**src/sv/arc_ram.sv**
```systemverilog
// Generic single-write, single-read RAM with registered read data.
`default_nettype none

module arc_ram #(
  parameter int WIDTH = 8,
  parameter int DEPTH = 16
) (
  input  wire logic                                       clk,
  input  wire logic                                       we,
  input  wire logic [((DEPTH > 1) ? $clog2(DEPTH) : 1)-1:0] waddr,
  input  wire logic [WIDTH-1:0]                           wdata,
  input  wire logic [((DEPTH > 1) ? $clog2(DEPTH) : 1)-1:0] raddr,
  output logic      [WIDTH-1:0]                           rdata
);

  logic [WIDTH-1:0] mem [DEPTH];

  always_ff @(posedge clk) begin
    if (we) begin
      mem[waddr] <= wdata;
    end
    rdata <= mem[raddr];
  end

endmodule

`default_nettype wire

```
**config.mk**
```make
export PLATFORM = sky130hd
export DESIGN_NAME = arc_ram
export DESIGN_NICKNAME = d
export VERILOG_FILES = /design/src/sv/arc_ram.sv
export SDC_FILE = /design/constraint.sdc
export NUM_CORES = 1
export LEC_CHECK = 0
export BUFFER_PORTS_ARGS = -buffer_cell sky130_fd_sc_hd__buf_2
export CAP_MARGIN = 20
export CORE_MARGIN = 2
export CORE_UTILIZATION = 45
export CTS_CLUSTER_SIZE = 8
export DETAILED_ROUTE_END_ITERATION = 8
export PLACE_DENSITY_LB_ADDON = 0.08
export SLEW_MARGIN = 20
export SYNTH_ARGS = -nofsm -noshare
export SYNTH_HDL_FRONTEND = slang
export SYNTH_SLANG_ARGS = --single-unit
export TNS_END_PERCENT = 10
```
**constraint.sdc**
```tcl
create_clock -name clk -period 3.4 [get_ports clk]
set_input_delay 0 -clock clk [delete_from_list [all_inputs] [get_ports clk]]
set_output_delay 0 -clock clk [all_outputs]
set_load 0.05 [all_outputs]
```
==> results.sh, run 1 <==
export IMPL_arrival_ns=1.65
export IMPL_async_flop_share_pct=0
export IMPL_grt_pass1_wl_mm=15.14
export IMPL_yosysTopAreaCell="edfxtp_1"
export IMPL_synth_fp_nets=247
export IMPL_p_leak_nw=2.058
export IMPL_synth_top_family_by_area="multiplexers"
export IMPL_rsz0062_at_grt="false"
export IMPL_synthMuxAreaShare_pct=15.02
export IMPL_cp_max_fo=1
export IMPL_wl_per_cell_um=22.96
export IMPL_clock_sinks=136
export IMPL_vias=2365
export IMPL_synth_edff_count=128
export IMPL_die_width_um=111.0
export IMPL_rows=39
export IMPL_skew_ns=0.006159
export IMPL_hold_viol=0
export IMPL_place_area_mm2=0.005395
export IMPL_yosysMostFrequentCell="edfxtp_1"
export IMPL_synthAdderAreaFrac_pct=0
export IMPL_synthTopCellsByArea="edfxtp_1, mux4_2, mux4_1, dfxtp_1, a22oi_1"
export IMPL_cts_resized=0
export IMPL_first_iter_violations=157
export IMPL_grt_pass1_vias=2495
export IMPL_r2r_setup_slack_ns=2.04
export IMPL_fp_dieArea_mm2=0.01231
export IMPL_syn_to_final_growth_pct=19.23
export IMPL_netlist_top_cells_count="edfxtp_1, mux4_2, a22oi_1"
export IMPL_grt_max_degree=33
export IMPL_fin_crit_sh_pct=39.92
export IMPL_num_antenna_cells=0
export IMPL_cp_end_kind="flip-flop"
export IMPL_die_h_um=111.0
export IMPL_cts_made_buffers=17
export IMPL_ys_warn_count=0
export IMPL_ant_nets=0
export IMPL_ir_drop_uv=367.1
export IMPL_ctsHtreeMaxLevel=4
export IMPL_setup_violations=0
export IMPL_grt_use_total_pct=17.58
export IMPL_worstSetupPathType="flip-flop to flip-flop"
export IMPL_nNetsFinal=293
export IMPL_port_buffer_count=25
export IMPL_relSlewSlack_pct=30.32
export IMPL_gp_congestion=0.6885
export IMPL_pin_count=26
export IMPL_tns_ns=0
export IMPL_final_cell_area_mm2=0.006137
export IMPL_synth_simple_gate_area_share_pct=3.184
export IMPL_synth_xor_xnor_area_share_pct=0
export IMPL_worstMarginPinSlew_ns=1.041
export IMPL_yosysUniqueCellTypes=19
export IMPL_core_area_mm2=0.01127
export IMPL_worst_slack_ns=2.043
export IMPL_syn_mean_instance_area_um2=22.48
export IMPL_clk_latency_ns=0.41
export IMPL_crit_path_start_kind="flip-flop"
export IMPL_initial_core_util_pct=45.67
export IMPL_max_freq_mhz=736.8
export IMPL_antenna_found_initial=0
export IMPL_fin_crit_ns=1.357
export IMPL_syn_area_mm2=0.005147
export IMPL_synth_seq_cells=136
export IMPL_synth_top_area_share_pct=74.67
export IMPL_status="finished clean"
export IMPL_hpwl_mm=5.897
export IMPL_routed_via_density=5.487
export IMPL_grt_overflow=0
export IMPL_pre_cts_slack_ns=1.448
export IMPL_cts_root_buf="clkbuf_16"
export IMPL_wl_mm=9.894
export IMPL_yosys_most_used_dff="edfxtp_1"
export IMPL_path_clk_slew_ns=0.06
export IMPL_synth_compound_area_share_pct=2.333
export IMPL_drc=0
export IMPL_cts_tree="done"
export IMPL_slew_violations=0
export IMPL_synthCells=229
export IMPL_drive_gt1_share_pct=26.74
export IMPL_clk_path_buf_depth=2
export IMPL_min_path_type="input pin to flip-flop"
export IMPL_crit_required_ns=3.69
export IMPL_yosysSeqAreaShare_pct=77.78
export IMPL_drtPass1Iterations=4
export IMPL_powerDensity_mw_per_mm2=669.6
export IMPL_maxCapViolations=0
[state kept, by name (all words and copies together) (netlist names)]
| register | count |
|---|---|
| mem | 128 |
| rdata | 8 |
[critical path, cell delays in order, from the launching register on]
cell	delay (ns)
edfxtp_1	0.37
mux4_2	0.47
a22oi_1	0.30
nand2_1	0.10
[power by group]
group	internal (mW)	switching (mW)	total, mW
combinational	0.0741	0.135	0.209
clock	1.36	0.653	2.01
sequential	1.88	0.0105	1.89
[cell usage in the layout (no fill, tap or decap), types with 2 or more instances in the layout]
master and count:
nor2_1 13, buf_4 4, a22oi_1 16, dfxtp_1 8, nand2_1 9, clkbuf_16 17
bufinv_16 6, clkinv_1 4, nand3b_1 2, nand2b_1 2, buf_2 25, nor3_1 3
edfxtp_1 128, mux4_1 14, mux4_2 18, clkinvlp_4 3, dlygate4sd3_1 8
[routing by layer]
metal	wire, um	global-route usage, %	vias up	part of all wire, %
li1	-	-	1068	-
met1	4601	24.70	1247	47
met2	4877	26.30	48	49
met3	372	5.522	2	3.8
met4	42	6.250	0	0.42
met5	0	0	-	0
[logic make-up after synthesis]
| logic type | count (synthesis) |
|---|---|
| compound gates | 16 |
| buf+inv | 10 |
| flops | 136 |
| mux | 32 |
| simple gates | 35 |
[area by class of cell]
cell class / instances / area (um2)
multi-input cells: 83 / 1062
clock inverters: 15 / 231.5
clock buffers: 17 / 425.4
fillers: 851 / 5135
well taps: 143 / 178.9
flip-flops and latches: 136 / 4004
repair buffers: 37 / 235.2
[final timing paths]
check	depth (start not counted)	start	end
worst min-delay path	2	waddr[0]	mem[0][2]$_DFFE_PP_
worst max register to register	3	mem[2][7]$_DFFE_PP_	rdata[7]$_DFF_P_
worst min register to register	3	mem[15][4]$_DFFE_PP_	rdata[4]$_DFF_P_
worst max-delay path	3	mem[2][7]$_DFFE_PP_	rdata[7]$_DFF_P_
[timing repair]
| item | 4_1_cts | 5_1_grt |
|---|---|---|
| hold buffers | 8 | 0 |
| hold endpoints to repair | 123 | 0 |
| setup buffers | 0 | 0 |
[per-stage QoR]
| stage | utilization, % | std cells | total power [mW] | hold slack [ns] |
|---|---|---|---|---|
| after floorplan | - | 229 | 2.052 | 0.09887 |
| final | 54.45 | 431 | 4.110 | 0.05041 |
| after detailed placement | 47.86 | 391 | 2.126 | 0.4001 |
| after global placement | 47.86 | 391 | 2.124 | 0.3953 |
| after CTS | 54.40 | 431 | 4.139 | 0.1280 |
| after global routing | 54.45 | 431 | 4.228 | 0.07513 |
Power figures use the tool's default switching activity.
==> run 2: changes to the inputs <==
clock period = 1.4 ns   (was 3.4 ns; I/O delays follow)
==> run 2 against run 1 <==
Net effect:
- first-iteration DRC count shrank 0.64%
- power grew 130%
- setup slack lost 2.0 ns
- final cell count grew 4.2%
- largest cell class unchanged
==> results.sh, run 2 (same netlist as run 1, synthesis figures left out) <==
export IMPL_gp_congestion=0.7143
export IMPL_rsz0062_at_grt="false"
export IMPL_skew_ns=0.008170
export IMPL_initial_core_util_pct=45.67
export IMPL_top_register="mem"
export IMPL_setup_violations=0
export IMPL_hold_viol=0
export IMPL_hp_start="waddr[0]"
export IMPL_regArea_mm2=0.004004
export IMPL_p_int_mw=7.387
export IMPL_r2r_start="mem[1][3]$_DFFE_PP_"
export IMPL_reg2regPathDepth=3
export IMPL_power_frac_comb_pct=5.8
export IMPL_die_width_um=111.0
export IMPL_layout_commonest_cell="edfxtp_1"
export IMPL_p_leak_nw=2.139
export IMPL_clk_latency_ns=0.41
export IMPL_core_area_mm2=0.01127
export IMPL_hold_slack_ns=0.1581
export IMPL_hold_path_endpoint="mem[0][3]$_DFFE_PP_"
export IMPL_numPlacedInstances=409
export IMPL_cp_end_kind="flip-flop"
export IMPL_hpwl_mm=6.146
export IMPL_holdPathStages=3
export IMPL_status="finished clean"
export IMPL_slew_violations=0
export IMPL_min_path_type="input pin to flip-flop"
export IMPL_rr_endpoint="rdata[3]$_DFF_P_"
export IMPL_fill_cells=850
export IMPL_ctsHtreeMaxLevel=4
export IMPL_ant_nets=0
export IMPL_wl_mm=9.914
export IMPL_pin_count=26
export IMPL_drtPass1Iterations=5
export IMPL_grt_max_degree=33
export IMPL_drc=0
export IMPL_path_clk_slew_ns=0.06
export IMPL_cts_root_buf="clkbuf_16"
export IMPL_first_iter_violations=156
export IMPL_die_h_um=111.0
export IMPL_relSlewSlack_pct=43.11
export IMPL_cts_setup_buffers=0
export IMPL_rows=39
export IMPL_fp_dieArea_mm2=0.01231
export IMPL_p_sw_mw=2.026
export IMPL_grt_use_total_pct=17.96
export IMPL_wl_per_cell_um=22.08
export IMPL_cts_made_buffers=17
export IMPL_nNetsFinal=311
export IMPL_largest_reg_flops=128
export IMPL_clock_sinks=136
export IMPL_place_area_mm2=0.005585
export IMPL_instances_no_fill=449
export IMPL_reg_top3="mem x128, rdata x8"
export IMPL_grt_pass1_vias=2593
export IMPL_sw_frac_of_total_pct=21.52
export IMPL_antenna_found_initial=0
export IMPL_clk_path_buf_depth=2
export IMPL_grt_pass1_wl_mm=15.80
export IMPL_p_seq_share_pct=48.7
export IMPL_cp_max_fo=1
export IMPL_pwr_share_clk_pct=45.5
export IMPL_crit_required_ns=1.69
export IMPL_total_power_mw=9.412
export IMPL_layout_common_cells="edfxtp_1, buf_2, mux4_2, buf_4, clkbuf_16"
export IMPL_routed_via_density=5.454
export IMPL_final_cell_area_mm2=0.006260
export IMPL_tns_ns=0
export IMPL_powerDensity_mw_per_mm2=1504
export IMPL_r2r_setup_slack_ns=0.08
export IMPL_multi_input_area_mm2=0.001077
export IMPL_port_buffer_count=25
export IMPL_cts_tree="done"
export IMPL_syn_to_final_growth_pct=21.61
export IMPL_grt_overflow=0
export IMPL_maxCapViolations=0
export IMPL_worstSetupPathType="flip-flop to flip-flop"
export IMPL_fin_crit_sh_pct=94.51
export IMPL_fin_crit_ns=1.323
export IMPL_ir_drop_uv=699.4
export IMPL_drive_gt1_share_pct=33.33
export IMPL_num_antenna_cells=0
export IMPL_arrival_ns=1.62
export IMPL_worstMarginPinSlew_ns=0.8503
export IMPL_crit_path_start_kind="flip-flop"
export IMPL_vias=2449
export IMPL_max_freq_mhz=755.8
[run 2: changes by cell type in the layout (fill, tap and decap cells not counted), moves of 3 or more]
cell       change
buf_12         +4
a22oi_2        +3
bufinv_16      -4
buf_4         +14
clkinv_2       +3
a22oi_1        -3
clkinv_1       -4
[run 2: routing by layer]
metal | wire length, um | GRT usage, %
met3 | 635 | 4.757
met1 | 4443 | 25.50
met2 | 4716 | 27.20
met5 | 0 | 0
met4 | 118 | 6.500
[run 2: worst max-delay path by stage]
stage | startpoint | to | depth (start not counted)
after floorplan | waddr[2] | mem[3][0]$_DFFE_PP_ | 2
after global placement | raddr[0] | rdata[3]$_DFF_P_ | 5
after detailed placement | raddr[0] | rdata[3]$_DFF_P_ | 5
after CTS | mem[1][3]$_DFFE_PP_ | rdata[3]$_DFF_P_ | 3
after global routing | mem[2][5]$_DFFE_PP_ | rdata[5]$_DFF_P_ | 3
final | mem[1][3]$_DFFE_PP_ | rdata[3]$_DFF_P_ | 3
[run 2: layout make-up]
cell class | instances | share of cell area, %
clock buffer | 17 | 6.796
clock inverter | 15 | 2.459
multi-input combinational | 83 | 17.21
sequential | 136 | 63.96
tap | 143 | 2.858
timing repair buffer | 55 | 6.716
[run 2: timing repair]
item | in CTS | in global routing
setup endpoints to repair | 0 | 3
hold buffers | 8 | 0
hold endpoints to repair | 128 | 0
gates resized for setup | 0 | 3
[run 2: through the flow]
step | util, % | worst slack, ns
after floorplan | - | 0.1339
after global placement | 49.55 | -0.08392
after detailed placement | 49.55 | -0.08678
after CTS | 55.40 | 0.0006608
after global routing | 55.53 | 0.01527
final | 55.53 | 0.07682
[run 2: power by group through the flow]
stage	Clock, mW	Combinational, mW	Sequential [mW]
after floorplan	0	0.231	4.75
after global placement	0	0.531	4.66
after detailed placement	0	0.537	4.67
after CTS	4.37	0.555	4.58
after global routing	4.56	0.592	4.59
final	4.28	0.548	4.58
[run 2: worst max-delay path, stage by stage, from the launching register on]
cell and delay [ns]:
edfxtp_1 0.35, mux4_1 0.53, a22oi_2 0.25, nand2_1 0.07
==> run 3: changes to the inputs <==
CORE_ASPECT_RATIO = 0.7   (was not set)
==> run 3 against run 2 <==
Net effect:
- global-route usage is 0.15 points lower
- critical path type unchanged
- clock-buffer cell count up 2
- largest cell class unchanged
- critical endpoint is now rdata[4]$_DFF_P_
- power rose by 6.9%
- wire length fell by 0.33%
- utilization increased by 2.4 points
- register-to-register slack about the same
- die area up 0.11%
- clock power up 15%
- via count about the same
==> results.sh, run 3 (same netlist as run 1, synthesis figures left out) <==
export IMPL_status="finished clean"
export IMPL_worstMarginPinSlew_ns=0.8572
export IMPL_drive_gt1_share_pct=33.65
export IMPL_die_width_um=131.8
export IMPL_min_path_type="input pin to flip-flop"
export IMPL_grt_overflow=0
export IMPL_arrival_ns=1.63
export IMPL_grt_use_total_pct=17.81
export IMPL_largest_reg_flops=128
export IMPL_first_iter_violations=162
export IMPL_cts_tree="done"
export IMPL_cts_made_buffers=17
export IMPL_wl_per_cell_um=21.11
export IMPL_cp_max_fo=1
export IMPL_core_area_mm2=0.01109
export IMPL_hold_viol=0
export IMPL_p_leak_nw=2.229
export IMPL_worstSetupPathType="flip-flop to flip-flop"
export IMPL_r2r_setup_slack_ns=0.06
export IMPL_num_antenna_cells=0
export IMPL_r2r_start="mem[3][4]$_DFFE_PP_"
export IMPL_cp_end_kind="flip-flop"
export IMPL_finish_utilization_pct=57.91
export IMPL_rows=32
export IMPL_skew_ns=0.005937
export IMPL_fin_crit_sh_pct=95.52
export IMPL_tns_ns=0
export IMPL_ant_nets=0
export IMPL_drc=0
export IMPL_die_h_um=93.48
export IMPL_pre_cts_slack_ns=-0.02014
export IMPL_hpwl_mm=6.762
export IMPL_grt_pass1_wl_mm=15.15
export IMPL_layout_common_cells="edfxtp_1, buf_4, buf_2, mux4_2, clkbuf_16"
export IMPL_clock_sinks=136
export IMPL_final_cell_area_mm2=0.006422
export IMPL_max_freq_mhz=747.8
export IMPL_fp_dieArea_mm2=0.01232
export IMPL_slew_violations=0
export IMPL_gp_congestion=0.8101
export IMPL_vias=2451
export IMPL_ctsHtreeMaxLevel=4
export IMPL_path_clk_slew_ns=0.06
export IMPL_fin_crit_ns=1.337
export IMPL_syn_to_final_growth_pct=24.77
export IMPL_port_buffer_count=25
export IMPL_layout_commonest_cell="edfxtp_1"
export IMPL_grt_max_degree=25
export IMPL_place_area_mm2=0.005678
export IMPL_nNetsFinal=320
export IMPL_drtPass1Iterations=8
export IMPL_crit_path_start_kind="flip-flop"
export IMPL_setup_violations=0
export IMPL_crit_required_ns=1.69
export IMPL_clk_path_buf_depth=2
export IMPL_antenna_found_initial=0
export IMPL_maxCapViolations=0
export IMPL_critPathLaunch="mem[3][4]$_DFFE_PP_"
export IMPL_relSlewSlack_pct=42.64
export IMPL_ir_drop_uv=1024
export IMPL_cts_root_buf="clkbuf_16"
export IMPL_reg_top3="mem x128, rdata x8"
export IMPL_hold_slack_ns=0.1464
export IMPL_initial_core_util_pct=46.41
export IMPL_powerDensity_mw_per_mm2=1566
export IMPL_worst_slack_ns=0.06278
export IMPL_top_register="mem"
export IMPL_clk_latency_ns=0.41
export IMPL_grt_pass1_vias=2543
export IMPL_wl_mm=9.881
export IMPL_rsz0062_at_grt="false"
export IMPL_hp_start="waddr[0]"
export IMPL_pin_count=26
export IMPL_routed_via_density=5.237
## run 3: stage by stage
stage	power, mW	std cells
after floorplan	4.983	229
after global placement	5.210	428
after detailed placement	5.216	428
after CTS	10.15	468
after global routing	10.39	468
final	10.06	468
## run 3: worst paths after layout
path,cells past startpoint,endpoint
setup / recovery,3,rdata[4]$_DFF_P_
hold / removal,3,mem[0][6]$_DFFE_PP_
setup reg to reg,3,rdata[4]$_DFF_P_
hold reg to reg,3,rdata[3]$_DFF_P_
## run 3: cell type report
class / instances / area, um2
well taps: 153 / 191.4
repair buffers: 64 / 500.5
flip-flops and latches: 136 / 4004
fillers: 827 / 4668
clock buffers: 19 / 432.9
multi-input cells: 83 / 1067
clock inverters: 13 / 226.5
## run 3: critical path: stages, from the launching register on
cell	delay [ns]
edfxtp_1	0.36
mux4_2	0.48
a22oi_1	0.28
nand2_1	0.10
## run 3: repair_timing
action	CTS	global route
hold buffers	8	0
endpoints found under the hold margin	128	0
setup endpoints to repair	0	1
buffers inserted	0	0
resized for setup	0	1
## run 3: per-layer routing
metal	up-vias	share of wire [%]	wire, um	global-route usage [%]
met5	-	0	0	0
met4	0	1.6	163	7.609
met3	12	4.5	445	5.691
met2	50	47	4645	26.70
met1	1267	47	4626	24.32
li1	1122	-	-	-
## run 3: where the power goes
group	internal, mW	switching (mW)
sequential	4.55	0.0283
combinational	0.223	0.335
clock	3.33	1.59
total	8.11	1.95
