===== src/sv/arc_pkg.sv =====
// Shared types, constants and codes for the ARP resolver cache.
`default_nettype none

package arc_pkg;

  // Storage sizes
  localparam int CACHE_ENTRIES = 16;
  localparam int PEND_DEPTH    = 16;
  localparam int WAIT_DEPTH    = 16;

  localparam int CI_W   = (CACHE_ENTRIES > 1) ? $clog2(CACHE_ENTRIES) : 1;
  localparam int CC_W   = $clog2(CACHE_ENTRIES + 1);
  localparam int PI_W   = (PEND_DEPTH > 1) ? $clog2(PEND_DEPTH) : 1;
  localparam int PC_W   = $clog2(PEND_DEPTH + 1);
  localparam int WI_W   = (WAIT_DEPTH > 1) ? $clog2(WAIT_DEPTH) : 1;
  localparam int WC_W   = $clog2(WAIT_DEPTH + 1);

  // Cache entry layout: {ip, mac, expiry}
  localparam int CACHE_W = 32 + 48 + 64;
  // Wait entry layout: {tag, ip}
  localparam int WAIT_W  = 16 + 32;

  // Register indexes
  localparam logic [1:0] REG_OWN_MAC  = 2'd0;
  localparam logic [1:0] REG_OWN_IP   = 2'd1;
  localparam logic [1:0] REG_LIFETIME = 2'd2;
  localparam logic [1:0] REG_RETRY    = 2'd3;

  localparam logic [31:0] LIFETIME_RESET = 32'(30 * 1000);
  localparam logic [31:0] RETRY_RESET    = 32'd5000;

  // Request types
  localparam logic [1:0] REQ_SEND  = 2'd0;
  localparam logic [1:0] REQ_FRAME = 2'd1;
  localparam logic [1:0] REQ_TICK  = 2'd2;

  // Result kinds
  localparam logic [2:0] KIND_IPV4    = 3'd0;
  localparam logic [2:0] KIND_REQUEST = 3'd1;
  localparam logic [2:0] KIND_REPLY   = 3'd2;
  localparam logic [2:0] KIND_DELIVER = 3'd3;
  localparam logic [2:0] KIND_DROP    = 3'd4;

  localparam logic [15:0] ETH_IPV4   = 16'h0800;
  localparam logic [15:0] ETH_ARP    = 16'h0806;
  localparam logic [15:0] OP_REQUEST = 16'd1;
  localparam logic [47:0] MAC_BCAST  = 48'hFFFF_FFFF_FFFF;

  typedef struct packed {
    logic [2:0]  kind;
    logic [47:0] dst_mac;
    logic [15:0] tag;
    logic [31:0] ip;
    logic [47:0] mac;
  } result_t;

  typedef struct packed {
    logic push;
    logic flush;
  } buf_ctrl_t;

  typedef struct packed {
    logic push_ok;
    logic flush_ok;
    logic hold_valid;
  } buf_stat_t;

  typedef enum logic [4:0] {
    ST_IDLE, ST_SEND_SCAN, ST_SEND_OUT, ST_SEND_PUSH, ST_RETRY_RD, ST_RETRY_CHK,
    ST_IPV4_OUT, ST_LEARN_SCAN, ST_LEARN_WR, ST_REPLY, ST_PEND_RD, ST_PEND_KEY,
    ST_PEND_SCAN, ST_WAIT_RD, ST_WAIT_KEY, ST_WAIT_SCAN, ST_WAIT_EMIT, ST_FLUSH
  } state_t;

endpackage

`default_nettype wire


===== src/sv/arc_result_buf.sv =====
// Result staging: one held result plus the output register, to mark the last one.
`default_nettype none

module arc_result_buf (
  input  wire logic              clk,
  input  wire logic              rst,
  input  wire arc_pkg::buf_ctrl_t ctrl,
  input  wire arc_pkg::result_t  push_data,
  output arc_pkg::buf_stat_t     stat,
  output logic                   out_valid,
  input  wire logic              out_ready,
  output logic [2:0]             out_kind,
  output logic [47:0]            dst_mac,
  output logic [15:0]            out_tag,
  output logic [31:0]            arp_ip_out,
  output logic [47:0]            arp_mac_out,
  output logic                   last
);

  arc_pkg::result_t hold;
  arc_pkg::result_t out_r;
  logic             hold_v;
  logic             out_free;

  assign out_free        = !out_valid || out_ready;
  assign stat.push_ok    = !hold_v || out_free;
  assign stat.flush_ok   = hold_v && out_free;
  assign stat.hold_valid = hold_v;

  // Control
  always_ff @(posedge clk) begin
    if (rst) begin
      out_valid <= 1'b0;
      hold_v    <= 1'b0;
    end else begin
      if ((ctrl.push && hold_v) || (!ctrl.push && ctrl.flush)) out_valid <= 1'b1;
      else if (out_valid && out_ready) out_valid <= 1'b0;
      if (ctrl.push) begin
        hold_v <= 1'b1;
      end else if (ctrl.flush) begin
        hold_v <= 1'b0;
      end
    end
  end

  // Payload: a new result pushes the held one out as not-last
  always_ff @(posedge clk) begin
    if (ctrl.push) begin
      hold <= push_data;
      if (hold_v) begin
        out_r <= hold;
        last  <= 1'b0;
      end
    end else if (ctrl.flush) begin
      out_r <= hold;
      last  <= 1'b1;
    end
  end

  assign out_kind    = out_r.kind;
  assign dst_mac     = out_r.dst_mac;
  assign out_tag     = out_r.tag;
  assign arp_ip_out  = out_r.ip;
  assign arp_mac_out = out_r.mac;

endmodule

`default_nettype wire


===== config.mk =====
export PLATFORM = sky130hd
export DESIGN_NAME = arc_result_buf
export DESIGN_NICKNAME = d
export VERILOG_FILES = /design/src/sv/arc_pkg.sv /design/src/sv/arc_result_buf.sv
export SDC_FILE = /design/constraint.sdc
export NUM_CORES = 1
export LEC_CHECK = 0
export ABC_AREA = 1
export BUFFER_PORTS_ARGS = -buffer_cell sky130_fd_sc_hd__buf_2
export CAP_MARGIN = 20
export CORE_MARGIN = 2
export CORE_UTILIZATION = 44
export DETAILED_ROUTE_END_ITERATION = 16
export GPL_TIMING_DRIVEN = 0
export PLACE_DENSITY_LB_ADDON = 0.12
export SLEW_MARGIN = 20
export SYNTH_ARGS = -nofsm -noshare
export SYNTH_HDL_FRONTEND = slang
export SYNTH_SLANG_ARGS = --single-unit

===== constraint.sdc =====
create_clock -name clk -period 3.75 [get_ports clk]
set_input_delay 0.1875 -clock clk [delete_from_list [all_inputs] [get_ports clk]]
set_output_delay 0.1875 -clock clk [all_outputs]
set_load 0.005 [all_outputs]

==> results of run 1 <==
## tightest hold or removal path: stages
cell and delay [ns]:
buf_2 0.08, inv_1 0.06, nand2_1 0.09, nand3_2 0.08, nand2_1 0.07, inv_1 0.04
## area by class of cell
type	instances	area [um2]
sequential	297	8900
multi-input combinational	11	78.8
buffer	1	7.51
fill	1350	6750
timing repair buffer	454	3070
clock buffer	36	795
clock inverter	15	150
inverter	4	15.0
tap	270	338
## path summary, 6_finish.rpt
| path | from | end | cells after the start |
|---|---|---|---|
| setup reg to reg | hold_v | arp_mac_out[40] | 3 |
| hold / removal | out_ready | out_valid | 6 |
| setup / recovery | hold_v | arp_mac_out[40] | 3 |
| hold reg to reg | hold[94] | out_tag[14] | 0 |
## synthesized netlist by cell type (all sizes together)
cell type and n:
edfxtp 295, buf 1, nor2 2, nand3 2, inv 4, dfxtp 2
a21boi 1, nand2 6
## state kept, by name, summed over array words and instances (netlist names)
signal,cells
last,1
out_valid,1
arp_mac_out,48
dst_mac,48
out_kind,3
hold,147
arp_ip_out,32
out_tag,16
hold_v,1
## cell families after synthesis
group / count (synthesis) / share of synthesized area, %
buffers and inverters: 5 / 0.251
and+or+nand+nor: 10 / 0.613
AOI/OAI and AO/OA: 1 / 0.0836
DFF: 297 / 99.1
## layer usage
layer  vias to the layer above  GRT usage, %
li1                       2243             -
met1                      2301          18.2
met2                       195          29.2
met3                        41          4.47
met4                         0          5.43
met5                         -             0
## power groups by stage
| stage | sequential, mW | clock (mW) | combinational, mW |
|---|---|---|---|
| after global placement | 4.08 | 0 | 0.299 |
| after detailed placement | 4.08 | 0 | 0.317 |
| after floorplan | 4.09 | 0 | 0.0410 |
| final | 4.01 | 2.84 | 0.437 |
| after CTS | 4.01 | 2.92 | 0.444 |
| after global routing | 4.03 | 3.05 | 0.474 |
## timing repair
action,4_1_cts,5_1_grt
hold endpoints to repair,149,0
hold buffers,149,0
setup endpoints to repair,0,0
## through the flow
step,cells,worst slack [ns],util [%]
after global placement,886,-2.42,53.9
final,1088,1.82,66.4
after floorplan,313,1.09,-
after detailed placement,888,1.41,54.3
after CTS,1088,1.81,66.4
after global routing,1088,1.67,66.4
==> impl_metrics.csv, run 1 <==
group,metric,value,unit
clocking,cts_buffer_depth,3,
layout,final_layout_size_suffix_gt1_share,42.9,%
setup_path,cp_top_family,"simple AND/OR/NAND/NOR gates",
hold_path,hold_path.class,"in2reg",
placement,detailed_place_hpwl,10.8,mm
sta,rsz0062_at_grt,"no",
drt,drt_wl_total,17.8,mm
pwr,pwr-share-comb,6.0,%
setup_path,worst_path_max_delay_cell,"nand2_8",
setup_path,reg2reg_slack,1.82,ns
setup_path,crit_buf_inv,1,
sta,timing.final.crit_share,51.4,%
synth,synth_top_area_share,98.6,%
setup_path,end_kind,"flop",
die,die_area,21600,um2
sta,final_max_slew_viol_count,0,
drt,met1Wirelength,6.60,mm
pwr,p_int,5.89,mW
grt,grt_max_degree,83,
sta,layout_min_cycle_time,1.93,ns
die,fp.dieH,147,um
sta,skew,0.00658,ns
sta,worst_slew_pin_slew,0.581,ns
clocking,cts_tree,"built",
clocking,cts_made_buffers,31,
grt,overflow,0,
sta,fmax,518,MHz
drt,drt_iter0_markers,265,
placement,dpl-instance-area,10900,um2
die,start_util,44.7,%
layout,mostFrequentLayoutCell,"buf_2",
clocking,cts_root_buf,"clkbuf_16",
pwr,switchingPower,1.40,mW
drt,met2_length,9.31,mm
placement,gp_congestion,0.777,
die,rows,52,
die,core,20100,um2
flow_run,maxCapViolCount,0,
setup_path,start_kind,"flop",
drt,firstDrtPassIters,4,
clocking,clkLatencyLatePin,0.53,ns
setup_path,slowest_delay,0.48,ns
die,io-pin-count,304,
clocking,cts_resized,0,
synth,ys_warn_count,0,
setup_path,cp_cell_sequence,"nand2_1, nand2_8, buf_16",
sta,hold_ws,0.120,ns
layout,diodes,0,
synth,synth_area_per_cell,28.7,um2
pwr,power_frac_seq,55.1,%
clocking,clk_pin_slew,0.06,ns
drt,top_layer,"met4",
clocking,cts_max_level,1,
layout,nets,952,
drt,vias,4780,
placement,io_buffers,303,
synth,syn_area,8980,um2
grt,grtUsageTotal,16.0,%
sta,fin_setup_tns,0,ns
sta,finalHoldViolCount,0,
grt,grt_antenna_before_repair,0,
sta,max_slew_margin,61.2,%
setup_path,critPathKind,"reg2reg",
pwr,clkPwrFrac,39.0,%
grt,grt_pass1_wl,27.0,mm
pwr,vdd_drop_max,0.000424,V
synth,synth_nets,465,
clocking,cts_sinks,297,
die,die_w,147,um
pwr,p_leak,5.23,nW
drt,antenna_left,0,
layout,syn_to_final_growth,48.7,%
setup_path,arrival,2.11,ns
synth,synth-seq-cells,297,
setup_path,required,3.93,ns
pwr,power,7.28,mW
drt,via_per_inst,4.39,
layout,final_cell_mix,"buf_2 (302), edfxtp_1 (295), dlygate4sd3_1 (149)",
pwr,swShare,19.2,%
synth,synth.area.top_cells,"edfxtp_1 (99%), dfxtp_1 (0.45%), nand2_1 (0.21%), inv_1 (0.13%), nand2_4 (0.13%)",
pwr,power.density,545,nW/um2
status,status,"complete, no violations",
sta,setup_viol,0,
synth,seq_area_frac_synth,99.1,%
setup_path,cp_max_fo,82,
drt,post_drt_wl_per_cell,16.4,um
drt,drc,0,
synth,netlist_instances,313,
grt,grt_pass1_vias,5143,
drt,wl_met3,1.34,mm
synth,synthDistinctLibCells,12,
clocking,post-cts-setup-buffers,0,
synth,yosysTopAreaCell,"edfxtp_1",
layout,final_area,13400,um2
Power figures use the tool's default switching activity.
==> inputs of run 2 (changes only) <==
==> constraint.sdc (replaced) <==
create_clock -name clk -period 1.6 [get_ports clk]
set_input_delay 0.08 -clock clk [delete_from_list [all_inputs] [get_ports clk]]
set_output_delay 0.08 -clock clk [all_outputs]
set_load 0.005 [all_outputs]
==> run 2 against run 1 <==
  * Largest cell class unchanged
  * Setup slack got worse by 1.7 ns
  * First-iteration DRC count fell by 22%
  * Critical endpoint is now arp_mac_out[6]
  * Total power rose by 140%
  * Register-to-register slack got worse by 1.7 ns
  * Core utilization rose by 0.67 points
==> impl_metrics.csv, run 2 (synthesized netlist as in run 1, its figures left out) <==
group,metric,value,unit
status,status,"complete, no violations",
sta,rsz0062_at_grt,"no",
placement,gp_congestion,0.744,
setup_path,required,1.80,ns
clocking,cts_tree,"built",
setup_path,cp_max_fo,37,
layout,nets,953,
pwr,vdd_drop_max,0.00100,V
clocking,cts_max_level,1,
clocking,cts_sinks,297,
sta,final.setup.worst_slack,0.102,ns
placement,io_buffers,303,
layout,largest_reg_flops,147,
clocking,clkLatencyLatePin,0.54,ns
sta,fmax,667,MHz
clocking,cts_made_buffers,30,
die,die_area,21600,um2
hold_path,hold_path.class,"in2reg",
layout,diodes,0,
drt,drt_iter0_markers,206,
sta,timing.final.crit_share,93.6,%
setup_path,critPathKind,"reg2reg",
pwr,switchingPower,3.37,mW
pwr,clkPwrFrac,40.9,%
drt,via_per_inst,4.39,
pwr,power.density,1310,nW/um2
layout,final_cell_mix,"buf_2 (302), edfxtp_1 (295), dlygate4sd3_1 (149)",
grt,grt_pass1_wl,27.3,mm
setup_path,crit_buf_inv,0,
die,die_w,147,um
clocking,post-cts-setup-buffers,0,
pwr,p_int,14.3,mW
setup_path,end_kind,"flop",
clocking,cts_root_buf,"clkbuf_16",
layout,finalNonFillerCells,1094,
die,start_util,44.7,%
pwr,swShare,19.1,%
drt,post_drt_wl_per_cell,16.6,um
pwr,power_frac_seq,53.2,%
grt,grt_pass1_vias,5132,
setup_path,arrival,1.70,ns
drt,drt_wl_total,18.2,mm
pwr,p_leak,5.30,nW
drt,firstDrtPassIters,5,
die,rows,52,
setup_path,worst_path_max_delay_cell,"nand2_8",
setup_path,slowest_delay,0.42,ns
flow_run,maxCapViolCount,0,
clocking,cts_buffer_depth,3,
sta,worst_slew_pin_slew,0.592,ns
placement,post-place-ws,-0.646,ns
placement,dp.cells,887,
grt,overflow,0,
die,io-pin-count,304,
grt,grt_antenna_before_repair,0,
sta,finalHoldViolCount,0,
drt,vias,4805,
layout,mostFrequentLayoutCell,"buf_2",
sta,layout_min_cycle_time,1.50,ns
sta,max_slew_margin,60.5,%
drt,drc,0,
layout,syn_to_final_growth,50.2,%
sta,final_max_slew_viol_count,0,
pwr,pwr-share-comb,5.9,%
setup_path,start_kind,"flop",
setup_path,cp_cell_sequence,"nand2_2, nand2_8",
clocking,clk_pin_slew,0.06,ns
sta,setup_viol,0,
drt,antenna_left,0,
die,core,20100,um2
grt,grt_max_degree,77,
sta,skew,0.0126,ns
placement,detailed_place_hpwl,10.6,mm
die,fp.dieH,147,um
layout,final_layout_size_suffix_gt1_share,43.8,%
setup_path,cp_top_family,"simple AND/OR/NAND/NOR gates",
grt,grtUsageTotal,16.4,%
layout,regMostFlops,"hold",
## run 2: cell types whose count changed in the layout (fill, tap and decap cells not counted), sizes merged
cell,delta
nand2,+3
bufinv,+2
clkbuf,+2
clkinvlp,-2
buf,-1
clkinv,+1
inv,+1
## run 2: final cells by class
cell class / count / area (um2)
Sequential cell: 297 / 8900
Fill cell: 1350 / 6620
Timing Repair Buffer: 453 / 3050
Clock buffer: 38 / 832
Tap cell: 270 / 338
Clock inverter: 17 / 211
Multi-Input combinational cell: 14 / 141
Inverter: 4 / 15.0
Buffer: 1 / 7.51
## run 2: timing repair
action | 4_1_cts | 5_1_grt
endpoints found under the setup margin | 148 | 0
hold endpoints to repair | 149 | 0
hold buffers | 149 | 0
resized for setup | 4 | 0
## run 2: metal layers
| metal | wire (um) | track usage, % |
|---|---|---|
| met5 | 0 | 0 |
| met3 | 1320 | 4.07 |
| met2 | 9430 | 29.4 |
| met1 | 6860 | 19.2 |
| met4 | 579 | 6.35 |
## run 2: through the flow
| stage | instance area, um2 | utilization (%) | hold WS [ns] | setup TNS, ns | power, mW |
|---|---|---|---|---|---|
| after global placement | 10900 | 54.0 | 0.258 | -667.70 | 10.3 |
| after floorplan | 9000 | - | 0.179 | 0 | 9.67 |
| after global routing | 13500 | 67.1 | 0.0317 | 0 | 18.3 |
| after CTS | 13500 | 67.1 | 0.0209 | 0 | 17.9 |
| final | 13500 | 67.1 | 0.0205 | 0 | 17.6 |
| after detailed placement | 10900 | 54.2 | 0.258 | -94.29 | 10.3 |
## run 2: path summary, 6_finish.rpt
| path | slack [ns] | startpoint | end | cells past startpoint |
|---|---|---|---|---|
| hold reg to reg | 0.42 | hold[84] | out_tag[4] | 0 |
| setup / recovery | 0.10 | hold_v | arp_mac_out[6] | 2 |
| setup reg to reg | 0.10 | hold_v | arp_mac_out[6] | 2 |
| hold / removal | 0.02 | ctrl[1] | hold[1] | 1 |
## run 2: power groups by stage
stage	clock network, mW	registers, mW	logic [mW]
2_1_floorplan	0	9.57	0.101
3_3_place_gp	0	9.55	0.707
3_5_place_dp	0	9.57	0.728
4_1_cts	7.41	9.40	1.06
5_1_grt	7.71	9.45	1.12
6_report	7.21	9.39	1.04
==> inputs of run 3 (changes only) <==
--- a/config.mk
+++ b/config.mk
@@ -10,6 +10,7 @@
 export CAP_MARGIN = 20
 export CORE_MARGIN = 2
 export CORE_UTILIZATION = 44
+export CTS_BUF_LIST = sky130_fd_sc_hd__clkbuf_4 sky130_fd_sc_hd__clkbuf_8 sky130_fd_sc_hd__clkbuf_16
 export DETAILED_ROUTE_END_ITERATION = 16
 export GPL_TIMING_DRIVEN = 0
 export PLACE_DENSITY_LB_ADDON = 0.12
==> run 3 against run 2 <==
  * First-iteration DRC count rose by 2.9%
  * Critical path depth did not move
  * Non-clock buffer count did not move
  * Count of clock-buffer cells in the layout did not move
  * Setup slack improved by 0.017 ns
  * Largest power group unchanged
  * Clock skew fell by 0.0064 ns
  * Clock power rose by 1%
  * Final cell count did not move
  * Sequential power barely moved
==> impl_metrics.csv, run 3 (synthesized netlist as in run 1, its figures left out) <==
group,metric,value,unit
layout,largest_reg_flops,147,
grt,grt_antenna_before_repair,0,
clocking,clk_pin_slew,0.06,ns
layout,finalNonFillerCells,1094,
layout,final_util,67.2,%
pwr,p_leak,5.31,nW
layout,nets,953,
drt,vias,4824,
grt,overflow,0,
sta,max_slew_margin,60.5,%
drt,drt_wl_total,18.2,mm
grt,grt_max_degree,77,
layout,final_area,13500,um2
drt,wl_met3,1.25,mm
clocking,clkLatencyLatePin,0.53,ns
sta,timing.final.crit_share,92.6,%
clocking,cts_buffer_depth,3,
placement,io_buffers,303,
layout,final_cell_mix,"buf_2 (302), edfxtp_1 (295), dlygate4sd3_1 (149)",
grt,grt_pass1_wl,27.2,mm
die,start_util,44.7,%
die,die_area,21600,um2
layout,mostFrequentLayoutCell,"buf_2",
pwr,power.density,1310,nW/um2
layout,syn_to_final_growth,50.3,%
sta,skew,0.00619,ns
drt,met2_length,9.44,mm
sta,layout_min_cycle_time,1.48,ns
die,io-pin-count,304,
sta,rsz0062_at_grt,"no",
drt,antenna_left,0,
drt,via_per_inst,4.41,
flow_run,maxCapViolCount,0,
setup_path,start_kind,"flop",
drt,post_drt_wl_per_cell,16.6,um
drt,drt_iter0_markers,212,
drt,firstDrtPassIters,4,
clocking,cts_made_buffers,30,
die,die_w,147,um
drt,met1Wirelength,6.91,mm
layout,regMostFlops,"hold",
placement,post-place-ws,-0.646,ns
clocking,cts_tree,"built",
clocking,cts_max_level,1,
setup_path,end_kind,"flop",
die,core,20100,um2
setup_path,cp_max_fo,37,
setup_path,critPathKind,"reg2reg",
sta,worst_slew_pin_slew,0.592,ns
sta,final_max_slew_viol_count,0,
setup_path,required,1.80,ns
sta,finalHoldViolCount,0,
placement,dp.cells,887,
die,fp.dieH,147,um
placement,gp_congestion,0.744,
drt,top_layer,"met4",
grt,grtUsageTotal,16.3,%
placement,detailed_place_hpwl,10.6,mm
clocking,cts_root_buf,"clkbuf_16",
sta,hold_ws,0.0197,ns
die,rows,52,
drt,drc,0,
clocking,post-cts-setup-buffers,0,
layout,diodes,0,
placement,dpl-instance-area,10900,um2
pwr,vdd_drop_max,0.00101,V
sta,fmax,675,MHz
sta,final.setup.worst_slack,0.119,ns
clocking,cts_sinks,297,
sta,setup_viol,0,
layout,final_layout_size_suffix_gt1_share,44.3,%
hold_path,hold_path.class,"in2reg",
status,status,"complete, no violations",
setup_path,arrival,1.68,ns
grt,grt_pass1_vias,5094,
[run 3: cell count changes in the layout (fill, tap and decap cells not counted)]
cell / previous run / this run
clkbuf_4: 0 / 4
clkbuf_1: 4 / 0
[run 3: path summary, 6_finish.rpt]
| kind | startpoint | to | slack [ns] | cells after the start |
|---|---|---|---|---|
| worst max-delay path | hold_v | dst_mac[11] | 0.12 | 2 |
| worst min-delay path | ctrl[1] | hold[18] | 0.02 | 1 |
| worst max register to register | hold_v | dst_mac[11] | 0.12 | 2 |
| worst min register to register | hold[84] | out_tag[4] | 0.41 | 0 |
[run 3: area by class of cell]
class / instances / area (um2)
Buffer: 1 / 7.51
Clock buffer: 38 / 847
Clock inverter: 17 / 211
Fill cell: 1344 / 6600
Inverter: 4 / 15.0
Multi-Input combinational cell: 14 / 141
Sequential cell: 297 / 8900
Tap cell: 270 / 338
Timing Repair Buffer: 453 / 3050
[run 3: repair_timing]
action	CTS	global route
cloned	3	0
endpoints found under the hold margin	149	0
gates resized for setup	4	0
pin swaps	2	1
setup endpoints to repair	148	1
hold buffers	149	0
[run 3: metrics by stage]
stage               setup TNS [ns]  total power, mW
CTS                              0             17.9
global placement           -667.70             10.3
global route                     0             18.3
detailed placement          -94.29             10.3
floorplan                        0             9.67
finish                           0             17.7
[run 3: worst max-delay path, cell delays in order (launching register included)]
cell and delay, ns:
dfxtp_1 0.40, nand2_2 0.32, nand2_8 0.42
[run 3: per-layer routing]
| layer | track usage (%) | up-vias |
|---|---|---|
| met1 | 19.2 | 2337 |
| li1 | - | 2245 |
| met5 | 0 | - |
| met4 | 6.20 | 0 |
| met3 | 3.82 | 42 |
| met2 | 29.3 | 200 |
[run 3: report_power, final]
part           internal (mW)  switching (mW)  total, mW  leakage (nW)
combinational          0.555           0.483       1.04          1.92
sequential              9.25           0.139       9.39          2.86
clock                   4.53            2.74       7.28         0.527
total                   14.3            3.37       17.7          5.31
